--- config.mk ---
export PLATFORM = sky130hd
export DESIGN_NAME = byte_ring_fifo_frame_extract
export DESIGN_NICKNAME = d
export VERILOG_FILES = /design/src/design/brfe_pkg.sv /design/src/design/brfe_front.sv /design/src/design/brfe_back.sv /design/src/design/byte_ring_fifo_frame_extract.sv
export SDC_FILE = /design/constraint.sdc
export NUM_CORES = 1
export LEC_CHECK = 0
export ABC_AREA = 1
export BUFFER_PORTS_ARGS = -buffer_cell sky130_fd_sc_hd__buf_2
export CAP_MARGIN = 20
export CORE_ASPECT_RATIO = 1.2
export CORE_MARGIN = 2
export CORE_UTILIZATION = 32
export DETAILED_ROUTE_END_ITERATION = 8
export HOLD_SLACK_MARGIN = 0.12
export PLACE_DENSITY_LB_ADDON = 0.2
export RECOVER_POWER = 25
export SYNTH_ARGS = -nofsm -noshare
export SYNTH_HDL_FRONTEND = slang
export SYNTH_SLANG_ARGS = --single-unit
--- constraint.sdc ---
create_clock -name clk -period 3.55 [get_ports clk]
set_clock_uncertainty 0.1 [all_clocks]
set_input_delay 0.355 -clock clk [delete_from_list [all_inputs] [get_ports clk]]
set_output_delay 0.355 -clock clk [all_outputs]
set_load 0.05 [all_outputs]
--- src/design/brfe_pkg.sv ---
// Shared constants, types and helpers for the byte ring FIFO frame extractor.
`timescale 1ns / 1ps
`default_nettype none
package brfe_pkg;
	localparam int DEPTH = 64;
	localparam int PTR_W = $clog2(DEPTH);
	localparam int FILL_W = 7;
	localparam int OP_W = 3;
	localparam int BYTE_W = 8;

	localparam logic [FILL_W-1:0] DEPTH_FILL = FILL_W'(DEPTH);
	localparam logic [PTR_W-1:0] LAST_PTR = PTR_W'(DEPTH - 1);

	localparam logic [OP_W-1:0] OP_WRITE = 3'd0;
	localparam logic [OP_W-1:0] OP_READ_UPTO = 3'd1;
	localparam logic [OP_W-1:0] OP_READ_EXACT = 3'd2;
	localparam logic [OP_W-1:0] OP_LINE = 3'd3;
	localparam logic [OP_W-1:0] OP_RESP = 3'd4;
	localparam logic [OP_W-1:0] OP_FRAME = 3'd5;
	localparam logic [OP_W-1:0] OP_CLEAR = 3'd6;

	localparam logic [BYTE_W-1:0] CH_LF = 8'h0A;
	localparam logic [BYTE_W-1:0] CH_CR = 8'h0D;
	localparam logic [BYTE_W-1:0] RESP_FIRST = 8'h10;
	localparam logic [BYTE_W-1:0] RESP_SECOND = 8'h0C;
	localparam logic [BYTE_W-1:0] FRAME_START = 8'h01;
	localparam logic [BYTE_W-1:0] FRAME_END = 8'h04;

	typedef enum logic [2:0] {
		K_WRITE,
		K_READ_UPTO,
		K_READ_EXACT,
		K_LINE,
		K_RESP,
		K_FRAME,
		K_CLEAR,
		K_NONE
	} cmd_kind_t;

	typedef struct packed {
		cmd_kind_t kind;
		logic [BYTE_W-1:0] data;
		logic [FILL_W-1:0] count;
	} cmd_t;

	function automatic logic [PTR_W-1:0] next_ptr(input logic [PTR_W-1:0] p);
		next_ptr = (p == LAST_PTR) ? '0 : p + 1'b1;
	endfunction
endpackage
`default_nettype wire

--- src/design/brfe_front.sv ---
// Request intake: decodes each request and holds it in a two-entry command queue.
`timescale 1ns / 1ps
`default_nettype none
module brfe_front
	import brfe_pkg::*;
(
	input  wire logic              clk,
	input  wire logic              arst_n,
	input  wire logic              in_valid,
	output logic                   in_ready,
	input  wire logic [OP_W-1:0]   op,
	input  wire logic [BYTE_W-1:0] data_byte,
	input  wire logic [FILL_W-1:0] count,
	output logic                   cmd_valid,
	input  wire logic              cmd_ready,
	output cmd_t                   cmd
);
	cmd_t entry_q [2];
	logic wr_ptr_q;
	logic rd_ptr_q;
	logic [1:0] used_q;
	cmd_t dec;
	logic push;
	logic pop;

	always_comb begin
		dec.data = data_byte;
		dec.count = count;
		case (op)
			OP_WRITE: dec.kind = K_WRITE;
			OP_READ_UPTO: dec.kind = K_READ_UPTO;
			OP_READ_EXACT: dec.kind = K_READ_EXACT;
			OP_LINE: dec.kind = K_LINE;
			OP_RESP: dec.kind = K_RESP;
			OP_FRAME: dec.kind = K_FRAME;
			OP_CLEAR: dec.kind = K_CLEAR;
			default: dec.kind = K_NONE;
		endcase
	end

	assign in_ready = (used_q != 2'd2);
	assign cmd_valid = (used_q != 2'd0);
	assign cmd = entry_q[rd_ptr_q];
	assign push = in_valid && in_ready;
	assign pop = cmd_valid && cmd_ready;

	always_ff @(posedge clk) begin
		if (push) begin
			entry_q[wr_ptr_q] <= dec;
		end
	end

	always_ff @(posedge clk or negedge arst_n) begin
		if (!arst_n) begin
			wr_ptr_q <= 1'b0;
			rd_ptr_q <= 1'b0;
			used_q <= 2'd0;
		end else begin
			if (push) begin
				wr_ptr_q <= ~wr_ptr_q;
			end
			if (pop) begin
				rd_ptr_q <= ~rd_ptr_q;
			end
			if (push && !pop) begin
				used_q <= used_q + 2'd1;
			end else if (pop && !push) begin
				used_q <= used_q - 2'd1;
			end
		end
	end
endmodule
`default_nettype wire

--- src/design/brfe_back.sv ---
// Request engine: byte store, ring pointers, delimiter scan, byte pops and result register.
`timescale 1ns / 1ps
`default_nettype none
module brfe_back
	import brfe_pkg::*;
(
	input  wire logic              clk,
	input  wire logic              arst_n,
	input  wire logic              cmd_valid,
	output logic                   cmd_ready,
	input  wire cmd_t              cmd,
	output logic                   out_valid,
	input  wire logic              out_ready,
	output logic [BYTE_W-1:0]      out_byte,
	output logic                   byte_valid,
	output logic                   last,
	output logic                   ok,
	output logic [FILL_W-1:0]      fill_level
);
	typedef enum logic [4:0] {
		S_IDLE     = 5'b00001,
		S_SCAN_RD  = 5'b00010,
		S_SCAN_CHK = 5'b00100,
		S_POP_RD   = 5'b01000,
		S_POP_WR   = 5'b10000
	} back_state_t;

	logic [BYTE_W-1:0] mem [DEPTH];
	logic [BYTE_W-1:0] rdata_q;
	logic [PTR_W-1:0] rd_addr;

	back_state_t state_q;
	logic [PTR_W-1:0] head_q;
	logic [PTR_W-1:0] tail_q;
	logic [FILL_W-1:0] count_q;
	logic [FILL_W-1:0] remain_q;
	logic [FILL_W-1:0] idx_q;
	logic [PTR_W-1:0] scan_ptr_q;
	logic [BYTE_W-1:0] prev_q;
	cmd_kind_t kind_q;
	logic st_pend_q;
	logic st_ok_q;

	logic out_valid_q;
	logic [BYTE_W-1:0] out_byte_q;
	logic byte_valid_q;
	logic last_q;
	logic ok_q;
	logic [FILL_W-1:0] fill_q;

	logic out_free;
	logic out_load;
	logic take;
	logic mem_we;
	logic idle_status;
	logic idle_ok;
	logic [FILL_W-1:0] idle_fill;
	logic idle_pop;
	logic [FILL_W-1:0] idle_n;
	logic idle_scan;
	logic [FILL_W-1:0] n_upto;
	logic scan_hit;
	logic scan_fail;

	assign out_free = !out_valid_q || out_ready;
	assign cmd_ready = (state_q == S_IDLE) && !st_pend_q;
	assign take = cmd_ready && cmd_valid;
	assign mem_we = take && (cmd.kind == K_WRITE) && (count_q != DEPTH_FILL);
	assign rd_addr = (state_q == S_SCAN_RD) ? scan_ptr_q : head_q;
	assign n_upto = (cmd.count == '0 || cmd.count > count_q) ? count_q : cmd.count;

	always_comb begin
		idle_status = 1'b0;
		idle_ok = 1'b0;
		idle_fill = count_q;
		idle_pop = 1'b0;
		idle_n = cmd.count;
		idle_scan = 1'b0;
		case (cmd.kind)
			K_WRITE: begin
				idle_status = 1'b1;
				idle_ok = (count_q != DEPTH_FILL);
				if (idle_ok) begin
					idle_fill = count_q + 1'b1;
				end
			end
			K_READ_UPTO: begin
				idle_n = n_upto;
				if (n_upto == '0) begin
					idle_status = 1'b1;
					idle_ok = 1'b1;
				end else begin
					idle_pop = 1'b1;
				end
			end
			K_READ_EXACT: begin
				if (cmd.count > count_q) begin
					idle_status = 1'b1;
				end else if (cmd.count == '0) begin
					idle_status = 1'b1;
					idle_ok = 1'b1;
				end else begin
					idle_pop = 1'b1;
				end
			end
			K_LINE, K_RESP, K_FRAME: begin
				if (count_q == '0) begin
					idle_status = 1'b1;
				end else begin
					idle_scan = 1'b1;
				end
			end
			K_CLEAR: begin
				idle_status = 1'b1;
				idle_ok = 1'b1;
				idle_fill = '0;
			end
			default: begin
				idle_status = 1'b1;
			end
		endcase
	end

	always_comb begin
		out_load = 1'b0;
		case (state_q)
			S_IDLE: out_load = out_free && (st_pend_q || (take && idle_status));
			S_POP_WR: out_load = out_free;
			default: out_load = 1'b0;
		endcase
	end

	always_comb begin
		scan_hit = 1'b0;
		scan_fail = (idx_q + 1'b1 == count_q);
		case (kind_q)
			K_LINE: scan_hit = (rdata_q == CH_LF) || (rdata_q == CH_CR);
			K_RESP: scan_hit = (idx_q != '0) && (prev_q == RESP_FIRST)
				&& (rdata_q == RESP_SECOND);
			K_FRAME: begin
				scan_hit = (idx_q != '0) && (rdata_q == FRAME_END);
				if (idx_q == '0 && rdata_q != FRAME_START) begin
					scan_fail = 1'b1;
				end
			end
			default: scan_hit = 1'b0;
		endcase
	end

	always_ff @(posedge clk) begin
		if (mem_we) begin
			mem[tail_q] <= cmd.data;
		end
		rdata_q <= mem[rd_addr];
	end

	always_ff @(posedge clk or negedge arst_n) begin
		if (!arst_n) begin
			state_q <= S_IDLE;
			head_q <= '0;
			tail_q <= '0;
			count_q <= '0;
			remain_q <= '0;
			idx_q <= '0;
			scan_ptr_q <= '0;
			prev_q <= '0;
			kind_q <= K_NONE;
			st_pend_q <= 1'b0;
			st_ok_q <= 1'b0;
			out_valid_q <= 1'b0;
			out_byte_q <= '0;
			byte_valid_q <= 1'b0;
			last_q <= 1'b0;
			ok_q <= 1'b0;
			fill_q <= '0;
		end else begin
			if (out_load) begin
				out_valid_q <= 1'b1;
			end else if (out_ready) begin
				out_valid_q <= 1'b0;
			end
			case (state_q)
				S_IDLE: begin
					if (st_pend_q) begin
						if (out_free) begin
							out_byte_q <= '0;
							byte_valid_q <= 1'b0;
							last_q <= 1'b1;
							ok_q <= st_ok_q;
							fill_q <= count_q;
							st_pend_q <= 1'b0;
						end
					end else if (take) begin
						kind_q <= cmd.kind;
						if (mem_we) begin
							tail_q <= next_ptr(tail_q);
							count_q <= count_q + 1'b1;
						end
						if (cmd.kind == K_CLEAR) begin
							head_q <= '0;
							tail_q <= '0;
							count_q <= '0;
						end
						if (idle_status) begin
							if (out_free) begin
								out_byte_q <= '0;
								byte_valid_q <= 1'b0;
								last_q <= 1'b1;
								ok_q <= idle_ok;
								fill_q <= idle_fill;
							end else begin
								st_pend_q <= 1'b1;
								st_ok_q <= idle_ok;
							end
						end
						if (idle_pop) begin
							remain_q <= idle_n;
							state_q <= S_POP_RD;
						end
						if (idle_scan) begin
							idx_q <= '0;
							scan_ptr_q <= head_q;
							state_q <= S_SCAN_RD;
						end
					end
				end
				S_SCAN_RD: begin
					state_q <= S_SCAN_CHK;
				end
				S_SCAN_CHK: begin
					if (scan_hit) begin
						remain_q <= idx_q + 1'b1;
						state_q <= S_POP_RD;
					end else if (scan_fail) begin
						st_pend_q <= 1'b1;
						st_ok_q <= 1'b0;
						state_q <= S_IDLE;
					end else begin
						idx_q <= idx_q + 1'b1;
						scan_ptr_q <= next_ptr(scan_ptr_q);
						prev_q <= rdata_q;
						state_q <= S_SCAN_RD;
					end
				end
				S_POP_RD: begin
					state_q <= S_POP_WR;
				end
				S_POP_WR: begin
					if (out_free) begin
						out_byte_q <= rdata_q;
						byte_valid_q <= 1'b1;
						last_q <= (remain_q == FILL_W'(1));
						ok_q <= 1'b1;
						fill_q <= count_q - 1'b1;
						head_q <= next_ptr(head_q);
						count_q <= count_q - 1'b1;
						remain_q <= remain_q - 1'b1;
						state_q <= (remain_q == FILL_W'(1)) ? S_IDLE : S_POP_RD;
					end
				end
				default: begin
					state_q <= S_IDLE;
				end
			endcase
		end
	end

	assign out_valid = out_valid_q;
	assign out_byte = out_byte_q;
	assign byte_valid = byte_valid_q;
	assign last = last_q;
	assign ok = ok_q;
	assign fill_level = fill_q;
endmodule
`default_nettype wire

--- src/design/byte_ring_fifo_frame_extract.sv ---
// Top level of the byte ring FIFO with delimiter framing.
`timescale 1ns / 1ps
`default_nettype none
// Requests enter a two-entry command queue, so the input side takes transfers, until the
// queue is full, while the engine works or a result waits at the output register. Writes,
// clears and requests that end in a single status result finish in the idle state, the
// status held while the output is busy. A pop reads the single-port store (S_POP_RD), then
// loads the output register (S_POP_WR). Line, response and frame requests scan from the
// head, a read and a check state per byte, on the same read port, then pop the matched
// bytes. A request's results come out in order, the final one with last set.
module byte_ring_fifo_frame_extract
	import brfe_pkg::*;
(
	input  wire logic              clk,
	input  wire logic              arst_n,
	input  wire logic              in_valid,
	output logic                   in_ready,
	input  wire logic [OP_W-1:0]   op,
	input  wire logic [BYTE_W-1:0] data_byte,
	input  wire logic [FILL_W-1:0] count,
	output logic                   out_valid,
	input  wire logic              out_ready,
	output logic [BYTE_W-1:0]      out_byte,
	output logic                   byte_valid,
	output logic                   last,
	output logic                   ok,
	output logic [FILL_W-1:0]      fill_level
);
	logic cmd_valid;
	logic cmd_ready;
	cmd_t cmd;

	brfe_front u_front (
		.clk       (clk),
		.arst_n    (arst_n),
		.in_valid  (in_valid),
		.in_ready  (in_ready),
		.op        (op),
		.data_byte (data_byte),
		.count     (count),
		.cmd_valid (cmd_valid),
		.cmd_ready (cmd_ready),
		.cmd       (cmd)
	);

	brfe_back u_back (
		.clk        (clk),
		.arst_n     (arst_n),
		.cmd_valid  (cmd_valid),
		.cmd_ready  (cmd_ready),
		.cmd        (cmd),
		.out_valid  (out_valid),
		.out_ready  (out_ready),
		.out_byte   (out_byte),
		.byte_valid (byte_valid),
		.last       (last),
		.ok         (ok),
		.fill_level (fill_level)
	);

`ifndef NO_ASSERTIONS
	a_fill_bound: assert property (@(posedge clk) disable iff (!arst_n)
		out_valid |-> fill_level <= DEPTH_FILL)
		else $error("Reported fill level exceeds the store depth.");

	a_status_last: assert property (@(posedge clk) disable iff (!arst_n)
		out_valid && !byte_valid |-> last && out_byte == '0)
		else $error("A status result is not the final one of its request.");

	a_cmd_hold: assert property (@(posedge clk) disable iff (!arst_n)
		cmd_valid && !cmd_ready |=> cmd_valid && $stable(cmd))
		else $error("A queued command changed before the engine took it.");

	a_byte_ok: assert property (@(posedge clk) disable iff (!arst_n)
		out_valid && byte_valid |-> ok)
		else $error("A read byte was delivered without ok.");
`endif
endmodule
`default_nettype wire
==> metrics.md, run 1 <==
| Metric | Value |
|---|---|
| Status | complete, but fails checks |
| Failing checks | capacitance limit, slew limit |
| Placed inst area | 29,800 µm² |
| CTS Buf Count | 70 |
| Antenna Cells | 0 |
| Cell mode on critical path | nand3_1 |
| Die footprint | approximately 88,000 µm² |
| WL/cell | 20.5 µm |
| R2R depth | 9 |
| CTS sink count | 636 |
| Leakage Power | 11.4 nW |
| Routed met3 length | 3.50 mm |
| Main synth FF type | edfxtp_1 |
| Synth Area in Compound Gates | 13.6% |
| Gr usage total | 17.2% |
| Worst Path Max Fanout | 66 |
| Max-cap violations | 2 |
| Syn nets | around 2,400 |
| CTS clk-pin slew, worst paths | 60 ps |
| Crit-path max cell delay | around 700 ps |
| # setup viols final | 0 |
| Layout area overhead | 17.2% |
| Final core utilization | a little under two fifths |
| Most numerous cell in the Yosys netlist | edfxtp_1 |
| Skew-Pair Late Insertion Delay | 630 ps |
| Post-Synthesis Cells | about 2,400 |
| Vias | 18,800 |
| Relative slew slack | -26.2% |
| GRT Residual Overflow | 0 |
| Tcrit/Tclk final | about 90% |
| Mapped cell area | approximately 27,000 µm² |
| Row count | 117 |
| Worst path depth | 9 |
| Crit path time final | 3280 ps |
| R2R setup slack | ~270 ps |
| Synth cell types | between 50 and 60 |
| Starting DRC count in detailed routing | roughly 1,400 |
| Total area of sequential cells | 18,600 µm² |
| Initial antenna violation count | 0 |
| Top Layer Used | met4 |
| Syn avg cell area | 11.4 µm² |
| CP arrival | 3680 ps |
| Finished Cell Area | 32,200 µm² |
| Worst-margin pin slew | 1890 ps |
| Peak VDD IR | 0.000404 V |
| Layout cells sized above 1 | 11.5% |
| XOR/XNOR Fraction of Synth Area | 0.670% |
| Setup CP Type | flip-flop to flip-flop |
| Routability Congestion | 0.855 |
| Cell family with most CP delay | simple AND/OR/NAND/NOR gates |
| Synth Area in Adders | 0.820% |
| CP Data Required Time | just under 4000 ps |
| Core area | 84,900 µm² |
| Warnings, synthesis | 0 |
| EDFF count, synth | 548 |
| Asr flop ratio synth | 12.6% |
| H-tree Lvls | 3 |
| Met2 WL | 38.6 mm |
| DR vias/cell | 5.04 |
| Footprint of the multi-input gates | 7610 µm² |
| Reg2reg start | u_back.state_q[3] |
| Total negative setup slack | 0 ps |
| Nets | approximately 2,600 |
| FF+latch count, synth | 636 |
| First-pass GRT wire length | 116 mm |
| Hold_sp | u_front.used_q[0] |
| Top Ports | 42 |
| Critical Path End | u_back.rdata_q[3] |
| Bufs on Longest Clock Path | 3 |
| Hold Path Class | flip-flop to flip-flop |
| Chip width | 271 µm |
| Routed Antenna Nets | 0 |
| Die height | 325 µm |
| Highest clock rate | 0.305 GHz |
| Register area share after synthesis | 67.8% |
| Largest family of logic cells by synthesized area | compound AO/OA/AOI/OAI gates |
| Synth Area in Simple Gates | about 12% |
| CP bufs+invs | 1 |
| Post-route insts no fill | 3,732 |
| Cell breakdown of the critical path | nor2_2 -> nand4_4 -> o21ai_4 -> buf_4 -> o211ai_1 -> nand3_1 -> nand3_1 -> nand3_1 -> nand2_1 |
| Remaining DRCs | 0 |
| DPL Wire Length | 49.4 mm |
| Placed Cells | 3,583 |
| Yosys top cell by area | edfxtp_1 |
| Top-area cell type share of the netlist area | 59.9% |
| Crit. Startpoint | u_back.state_q[3] |
| Largest net degree at the start of global routing | 104 |
| Crit start category | flip-flop |
| Total power | 22.6 mW |
| RSZ-0062 raised after global routing | false |
| CTS tree | built |
| Crit-path slowest cell | buf_4 |
| Root buf cell | clkbuf_16 |
| Port-buffer cells | 41 |
| Slew Viols, Final | 137 |
| Pwr per Cell Area | approximately 700 nW/µm² |
| Crit. End Element | flip-flop |
| Initial Utilization | 32.3% |
| Vias in the first global route | 19,100 |
| Ranking of synthesized cells by area | edfxtp_1 60%, dfrtp_1 6.9%, o21ai_0 6.8% |
| R2r endpoint | u_back.rdata_q[3] |
| Final hold vios | 0 |
| Met1 wire length | 31.4 mm |
| Number of fill cells | between 8,000 and 9,000 |
| DRT Pass-1 Iters | 6 |
| Mux contribution to synthesized area | 0% |
| Detailed Route WL | 76.5 mm |
| Synth cell count leaders | 548 x edfxtp_1, 372 x o21ai_0, 285 x nand2_1, 245 x nor2_1, 179 x inv_1 |
## metrics by stage
stage / hold slack (ps) / setup WS [ps]
after floorplan: -40.6 / 766
after global placement: 352 / 161
after detailed placement: 355 / 115
after CTS: 324 / 95.0
after global routing: 373 / 16.3
final: 368 / 268
## worst register-to-register path: cells and delay by family, from the launching register on
| kind | cells | cell delay, ps |
|---|---|---|
| buffers and inverters | 1 | 700 |
| AND/OR/NAND/NOR | 6 | 1240 |
| AO/OA/AOI/OAI | 2 | 700 |
| flip-flops | 1 | 400 |
## layout by cell type (no fill, tap or decap), types with 55 or more instances in the layout
cell type / count
buf_4: 118
clkbuf_16: 71
dfrtp_1: 75
edfxtp_1: 548
inv_1: 178
nand2_1: 280
nand3_1: 161
nor2_1: 245
o211ai_1: 123
o21ai_0: 372
o21bai_1: 55
## cell type report
| cell class | count | area share [%] |
|---|---|---|
| clock inverter | 42 | 1.22 |
| timing repair buffer | 199 | 4.84 |
| inverter | 193 | 2.27 |
| multi-input combinational | 1447 | 23.7 |
| clock buffer | 85 | 5.75 |
| sequential | 636 | 57.9 |
| tap | 1130 | 4.39 |
## cells by family after synthesis
| group | count (synthesis) |
|---|---|
| AND/OR/NAND/NOR | 776 |
| adder cells (fa/ha/maj) | 18 |
| AO/OA/AOI/OAI | 632 |
| XOR/XNOR | 21 |
| buffers and inverters | 323 |
| flip-flops | 636 |
## state kept, by name, summed over array words and instances, names as in the netlist, 2 cells and up
signal             flops
u_back.count_q         7
u_back.fill_level      7
u_back.head_q          6
u_back.idx_q           7
u_back.kind_q          3
u_back.mem           512
u_back.out_byte        8
u_back.prev_q          8
u_back.rdata_q         8
u_back.remain_q        7
u_back.scan_ptr_q      6
u_back.state_q         5
u_back.tail_q          6
u_front.entry_q       36
u_front.used_q         2
## worst min path at each step
stage | end | slack (ps) | cells past startpoint
3_3_place_gp | u_back.out_byte[7] | 350 | 2
2_1_floorplan | u_back.byte_valid | -40 | 0
4_1_cts | u_front.entry_q[1][4] | 320 | 2
6_report | u_front.used_q[0] | 370 | 1
3_5_place_dp | u_back.out_byte[3] | 360 | 2
5_1_grt | u_front.entry_q[1][2] | 370 | 2
## metal layers
metal	global-route usage [%]	up-vias
met4	7.42	0
met5	0	-
met2	30.4	469
li1	-	8917
met3	2.80	145
met1	20.6	9270
## power by group
group | switching [mW] | internal, mW | total, mW
clock network | 3.04 | 4.11 | 7.15
logic | 4.26 | 1.38 | 5.64
registers | 0.339 | 9.50 | 9.84
## what timing repair did
item | CTS | global route
setup endpoints to repair | 0 | 72
gates resized for setup | 0 | 4
buffers inserted | 0 | 1
hold buffers | 21 | 0
endpoints found under the hold margin | 105 | 0
Power figures use the tool's default switching activity.
==> inputs of run 2 (changes only) <==
--- a/config.mk
+++ b/config.mk
@@ -5,7 +5,7 @@
 export SDC_FILE = /design/constraint.sdc
 export NUM_CORES = 1
 export LEC_CHECK = 0
-export ABC_AREA = 1
+export ABC_AREA = 0
 export BUFFER_PORTS_ARGS = -buffer_cell sky130_fd_sc_hd__buf_2
 export CAP_MARGIN = 20
 export CORE_ASPECT_RATIO = 1.2
==> metrics.md, run 2 <==
| Metric | Value |
|---|---|
| Status | complete, but fails checks (unchanged) |
| Failing checks | capacitance limit, slew limit (unchanged) |
| Hold Path Class | input port to flip-flop (was flip-flop to flip-flop) |
| FF+latch count, synth | 636 (unchanged) |
| Nets | 2,280 (was 2,587) |
| Final hold vios | 0 (unchanged) |
| H-tree Lvls | 3 (unchanged) |
| Vias | 18,000 (was 18,800) |
| GRT Residual Overflow | 0 (unchanged) |
| First-pass GRT wire length | 119 mm (was 116 mm) |
| Routability Congestion | 0.865 (was 0.855) |
| Crit. End Element | flip-flop (unchanged) |
| Ranking of synthesized cells by area | edfxtp_1 60%, dfrtp_1 6.9%, mux2i_1 4.3% (was edfxtp_1 60%, dfrtp_1 6.9%, o21ai_0 6.8%) |
| Synth cell types | 83 (was 52) |
| Row count | 118 (was 117) |
| CTS clk-pin slew, worst paths | 60 ps (about the same) |
| Hold slack | 354 ps (was 368 ps) |
| Hold_sp | out_ready (was u_front.used_q[0]) |
| Crit start category | flip-flop (unchanged) |
| Root buf cell | clkbuf_16 (unchanged) |
| Post-Synthesis Cells | 2,058 (was 2,406) |
| Reg2reg start | u_back.state_q[4] (was u_back.state_q[3]) |
| Vias in the first global route | 18,300 (was 19,100) |
| Skew-Pair Late Insertion Delay | 620 ps (was 630 ps) |
| # setup viols final | 0 (unchanged) |
| Hold Crit Depth | 5 (was 1) |
| Worst Path Max Fanout | 16 (was 66) |
| Core area | 85,900 µm² (was 84,900 µm²) |
| Layout area overhead | 17.9% (was 17.2%) |
| Tcrit/Tclk final | 96.2% (was 92.4%) |
| Remaining DRCs | 0 (unchanged) |
| Routed Antenna Nets | 0 (unchanged) |
| DRT Pass-1 Iters | 5 (was 6) |
| Highest clock rate | 0.293 GHz (was 0.305 GHz) |
| Initial antenna violation count | 0 (unchanged) |
| Starting DRC count in detailed routing | 1,527 (was 1,379) |
| CP Data Required Time | 3920 ps (was 3950 ps) |
| Leakage Power | 11.7 nW (was 11.4 nW) |
| Chip width | 272 µm (was 271 µm) |
| Syn nets | 2,098 (was 2,446) |
| Slew Viols, Final | 395 (was 137) |
| Detailed Route WL | 80.1 mm (was 76.5 mm) |
| Peak VDD IR | 0.000406 V (was 0.000404 V) |
| DPL Wire Length | 52.3 mm (was 49.4 mm) |
| WHS Endpoint | u_back.state_q[0] (was u_front.used_q[0]) |
| R2R depth | 10 (was 9) |
| Top reg by flops | u_back.mem (unchanged) |
| WL/cell | 23.3 µm (was 20.5 µm) |
| Antenna Cells | 0 (unchanged) |
| Max-cap violations | 6 (was 2) |
| Initial Utilization | 32.1% (was 32.3%) |
| Top Ports | 42 (unchanged) |
| Synth cell count leaders | 548 x edfxtp_1, 265 x nand2_1, 126 x nor2_1, 118 x mux2i_1, 78 x a21oi_1 (was 548 x edfxtp_1, 372 x o21ai_0, 285 x nand2_1, 245 x nor2_1, 179 x inv_1) |
| Asr flop ratio synth | 12.6% (unchanged) |
| Yosys top cell by area | edfxtp_1 (unchanged) |
| Most common cell after layout, fill and taps aside | edfxtp_1 (unchanged) |
| Total power | 22.7 mW (was 22.6 mW) |
| Register area share after synthesis | 67.5% (was 67.8%) |
| Bufs on Longest Clock Path | 3 (unchanged) |
| Top-area cell type share of the netlist area | 59.6% (was 59.9%) |
| Mapped cell area | 27,600 µm² (was 27,500 µm²) |
| Gr usage total | 18.0% (was 17.2%) |
| CP arrival | 3780 ps (was 3680 ps) |
| CTS tree | built (unchanged) |
| Main synth FF type | edfxtp_1 (unchanged) |
| Max reg flops | 512 (unchanged) |
| CTS sink count | 636 (unchanged) |
| Crit path time final | 3410 ps (was 3280 ps) |
| Most numerous cell in the Yosys netlist | edfxtp_1 (unchanged) |
| Syn avg cell area | 13.4 µm² (was 11.4 µm²) |
| EDFF count, synth | 548 (unchanged) |
| Warnings, synthesis | 0 (unchanged) |
| Die height | 326 µm (was 325 µm) |
| RSZ-0062 raised after global routing | false (unchanged) |
| R2r endpoint | u_back.rdata_q[4] (was u_back.rdata_q[3]) |
| CTS Buf Count | 67 (was 70) |
| Relative slew slack | -29.7% (was -26.2%) |
| Worst-margin pin slew | 1940 ps (was 1890 ps) |
| DR vias/cell | 5.25 (was 5.04) |
| Setup CP Type | flip-flop to flip-flop (unchanged) |
| Pwr per Cell Area | 698 nW/µm² (was 703 nW/µm²) |
| Die footprint | 88,700 µm² (was 88,200 µm²) |
| Layout cells sized above 1 | 16.8% (was 11.5%) |
| R2R setup slack | 140 ps (was 270 ps) |
| Largest net degree at the start of global routing | 74 (was 104) |
| Port-buffer cells | 41 (unchanged) |
| Most frequent cells in the layout | 548 x edfxtp_1, 263 x nand2_1, 168 x buf_4 (was 548 x edfxtp_1, 372 x o21ai_0, 280 x nand2_1) |
| Biggest regs | u_back.mem x512, u_front.entry_q x36 (unchanged) |
[run 2: cells by family after synthesis]
logic type,synth area share [%]
simple gates,10.3
xor+xnor,0.721
mux,6.03
flops,67.5
fa+ha+maj,0.816
buf+inv,3.07
compound gates,11.7
[run 2: power by group]
group | internal (mW) | switching (mW) | total [mW]
Combinational | 1.81 | 3.97 | 5.78
Clock | 4.15 | 2.92 | 7.07
Sequential | 9.41 | 0.464 | 9.88
[run 2: layout make-up]
cell class | instances | area (µm²)
repair buffers | 250 | 1930
multi-input cells | 1249 | 8220
clock inverters | 33 | 315
well taps | 1140 | 1430
flip-flops and latches | 636 | 18600
clock buffers | 88 | 1900
fillers | 8177 | 53400
inverters | 36 | 135
[run 2: per-stage QoR]
stage	worst slack (ps)	TNS (ps)	instance area [µm²]	std cells	utilization (%)
floorplan	31.5	0	27600	2058	-
global placement	-321	-71940	30200	3289	35.1
detailed placement	-334	-68060	30200	3289	35.1
CTS	23.1	0	32700	3431	38.0
global route	10.2	0	32600	3432	37.9
finish	136	0	32600	3432	37.9
[run 2: what timing repair did]
item	CTS	global route
setup endpoints to repair	469	441
hold buffers	20	0
cloned	0	0
endpoints found under the hold margin	104	0
pin swaps	0	1
setup buffers	1	1
resized for setup	5	5
[run 2: how the worst max path moves through the flow]
stage	startpoint	to	slack, ps	depth (start not counted)
CTS	u_front.rd_ptr_q	u_back.mem[24][3]	20	8
global placement	u_front.rd_ptr_q	u_back.mem[58][3]	-320	8
floorplan	u_back.count_q[0]	u_back.mem[53][0]	30	10
finish	u_back.state_q[4]	u_back.rdata_q[4]	140	10
global route	u_back.state_q[4]	u_back.rdata_q[4]	10	10
detailed placement	u_front.rd_ptr_q	u_back.mem[58][4]	-330	8
[run 2: routing by layer]
metal	routed length, µm	track usage, %	vias up
li1	-	-	8265
met1	33200	22.2	9163
met2	41300	32.2	489
met3	3260	2.57	111
met4	2310	6.13	0
met5	0	0	-
[run 2: worst max-delay path, stage by stage, from the launching register on]
cell and delay (ps):
dfrtp_1 450, or3_1 550, o21ai_4 210, buf_4 170, nand2_2 230, buf_12 250
buf_4 160, a211oi_1 240, a221oi_1 120, a211oi_1 680, a2111oi_2 100
==> inputs of run 3 (changes only) <==
--- a/config.mk
+++ b/config.mk
@@ -15,6 +15,8 @@
 export HOLD_SLACK_MARGIN = 0.12
 export PLACE_DENSITY_LB_ADDON = 0.2
 export RECOVER_POWER = 25
+export SETUP_SLACK_MARGIN = 0.3
+export SLEW_MARGIN = 10
 export SYNTH_ARGS = -nofsm -noshare
 export SYNTH_HDL_FRONTEND = slang
 export SYNTH_SLANG_ARGS = --single-unit
==> metrics.md, run 3 (synthesized netlist as in run 2, its figures left out) <==
| Metric | Value |
|---|---|
| Crit path time final | 3240 ps (was 3410 ps) |
| Initial antenna violation count | 0 (unchanged) |
| Highest clock rate | 0.309 GHz (was 0.293 GHz) |
| Layout cells sized above 1 | 18.3% (was 16.8%) |
| Setup WS post-layout | 313 ps (was 136 ps) |
| Root buf cell | clkbuf_16 (unchanged) |
| Skew-Pair Late Insertion Delay | 630 ps (was 620 ps) |
| Status | complete, but fails checks (unchanged) |
| Crit-path slowest cell | dfrtp_1 (was a211oi_1) |
| Hold Path Class | input port to flip-flop (unchanged) |
| Largest net degree at the start of global routing | 91 (was 74) |
| Crit. Startpoint | u_front.rd_ptr_q (was u_back.state_q[4]) |
| WL/cell | 23.8 µm (was 23.3 µm) |
| Total power | 22.8 mW (was 22.7 mW) |
| Nets | 2,269 (was 2,280) |
| R2R depth | 8 (was 10) |
| Post-route insts no fill | 3,414 (was 3,432) |
| Hold slack | 347 ps (was 354 ps) |
| Initial Utilization | 32.1% (unchanged) |
| Gr usage total | 18.2% (was 18.0%) |
| H-tree Lvls | 3 (unchanged) |
| Worst-margin pin slew | 1880 ps (was 1940 ps) |
| CTS Buf Count | 66 (was 67) |
| # setup viols final | 0 (unchanged) |
| Remaining DRCs | 0 (unchanged) |
| Final hold vios | 0 (unchanged) |
| Placed Cells | 3,265 (was 3,289) |
| CTS tree | built (unchanged) |
| Hold Crit Depth | 2 (was 5) |
| Failing checks | capacitance limit, slew limit (unchanged) |
| Routed Antenna Nets | 0 (unchanged) |
| Peak VDD IR | 0.000442 V (was 0.000406 V) |
| Crit-path max cell delay | 510 ps (was 680 ps) |
| Layout area overhead | 18.7% (was 17.9%) |
| Core area | 85,900 µm² (unchanged) |
| Relative slew slack | -25.6% (was -29.7%) |
| Cell family with most CP delay | simple AND/OR/NAND/NOR gates (was compound AO/OA/AOI/OAI gates) |
| Worst path depth | 8 (was 10) |
| Crit. End Element | flip-flop (unchanged) |
| Slew Viols, Final | 330 (was 395) |
| Worst Path Max Fanout | 10 (was 16) |
| DR vias/cell | 5.30 (was 5.25) |
| Max reg flops | 512 (unchanged) |
| CP bufs+invs | 3 (unchanged) |
| Starting DRC count in detailed routing | 1,490 (was 1,527) |
| Reg2reg start | u_front.rd_ptr_q (was u_back.state_q[4]) |
| Die height | 326 µm (unchanged) |
| RSZ-0062 raised after global routing | true (was false) |
| GRT Residual Overflow | 0 (unchanged) |
| Most frequent cells in the layout | 548 x edfxtp_1, 263 x nand2_1, 143 x buf_4 (was 548 x edfxtp_1, 263 x nand2_1, 168 x buf_4) |
| DPL Wire Length | 54.6 mm (was 52.3 mm) |
| Die footprint | 88,700 µm² (unchanged) |
| First-pass GRT wire length | 120 mm (was 119 mm) |
| Hold_sp | data_byte[1] (was out_ready) |
| CP Data Required Time | 3750 ps (was 3920 ps) |
| Bufs on Longest Clock Path | 3 (unchanged) |
| CTS clk-pin slew, worst paths | 60 ps (about the same) |
| Port-buffer cells | 41 (unchanged) |
| Leakage Power | 11.7 nW (about the same) |
| DRT Pass-1 Iters | 5 (unchanged) |
| CP arrival | 3440 ps (was 3780 ps) |
| Vias in the first global route | 18,300 (about the same) |
| Row count | 118 (unchanged) |
| Chip width | 272 µm (unchanged) |
| Detailed Route WL | 81.4 mm (was 80.1 mm) |
| Vias | 18,100 (was 18,000) |
| Cell mode on critical path | buf_6 |
| Setup CP Type | flip-flop to flip-flop (unchanged) |
| Max-cap violations | 5 (was 6) |
| Top reg by flops | u_back.mem (unchanged) |
| CTS sink count | 636 (unchanged) |
| Cell breakdown of the critical path | buf_6 -> mux2_2 -> or4_4 -> nor3_4 -> buf_4 -> nand4b_1 -> buf_6 -> nor2_4 (was or3_1 -> o21ai_4 -> buf_4 -> nand2_2 -> buf_12 -> buf_4 -> a211oi_1 -> a221oi_1 -> a211oi_1 -> a2111oi_2) |
| Pwr per Cell Area | 695 nW/µm² (was 698 nW/µm²) |
| Crit start category | flip-flop (unchanged) |
| Most common cell after layout, fill and taps aside | edfxtp_1 (unchanged) |
| Tcrit/Tclk final | 91.2% (was 96.2%) |
| Top Ports | 42 (unchanged) |
| Biggest regs | u_back.mem x512, u_front.entry_q x36 (unchanged) |
| Routability Congestion | 0.936 (was 0.865) |
| Antenna Cells | 0 (unchanged) |
| Dpl ws | -221 ps (was -334 ps) |
## run 3: cell count changes in the layout (fill, tap and decap cells not counted), sizes merged
| cell | previous run | this run |
|---|---|---|
| bufinv | 5 | 4 |
| buf | 188 | 181 |
| inv | 37 | 39 |
| dlygate4sd3 | 20 | 21 |
| clkinvlp | 2 | 3 |
| clkbuf | 130 | 116 |
## run 3: through the flow
step	util, %	instance area, µm²	setup TNS (ps)
6_report	38.2	32800	0
5_1_grt	38.2	32800	0
4_1_cts	38.1	32700	0
3_5_place_dp	35.2	30200	-20120
3_3_place_gp	35.1	30200	-13720
2_1_floorplan	-	27800	0
## run 3: worst reg2reg max path: stages (launching register included)
cell	delay, ps
dfrtp_1	510
buf_6	210
mux2_2	400
or4_4	500
nor3_4	310
buf_4	170
nand4b_1	190
buf_6	260
nor2_4	250
## run 3: layer usage
| metal | vias to the layer above | GRT usage [%] | wire length [µm] |
|---|---|---|---|
| met1 | 9175 | 22.4 | 33500 |
| li1 | 8263 | - | - |
| met2 | 525 | 31.8 | 41000 |
| met3 | 145 | 2.16 | 3450 |
| met5 | - | 0 | 0 |
| met4 | 0 | 8.22 | 3440 |
## run 3: final cells by class
class / count / area, µm²
Fill cell: 8203 / 53100
Sequential cell: 636 / 18600
Multi-Input combinational cell: 1249 / 8510
Timing Repair Buffer: 240 / 1970
Clock buffer: 78 / 1750
Tap cell: 1140 / 1430
Clock inverter: 35 / 355
Inverter: 36 / 141
## run 3: timing repair
action                                  CTS  global route
pin swaps                                 1             5
endpoints found under the setup margin  540           264
gates resized for setup                  24            25
setup buffers                             9             6
hold buffers                             21             0
endpoints found under the hold margin   106             0
## run 3: worst paths after layout
| check | endpoint | slack (ps) |
|---|---|---|
| worst min-delay path | u_front.entry_q[1][8] | 350 |
| min in group asynchronous | u_back.count_q[6] | 660 |
| worst max-delay path | u_back.mem[47][6] | 310 |
| max in group asynchronous | u_back.tail_q[1] | 1080 |
| worst min register to register | u_back.prev_q[4] | 400 |
| worst max register to register | u_back.mem[47][6] | 310 |
## run 3: power by group
part | internal [mW] | switching [mW] | leakage, nW | total (mW)
Sequential | 9.40 | 0.455 | 6.04 | 9.85
Combinational | 2.00 | 4.14 | 4.62 | 6.14
Clock | 3.85 | 2.96 | 1.03 | 6.81
Total | 15.2 | 7.55 | 11.7 | 22.8
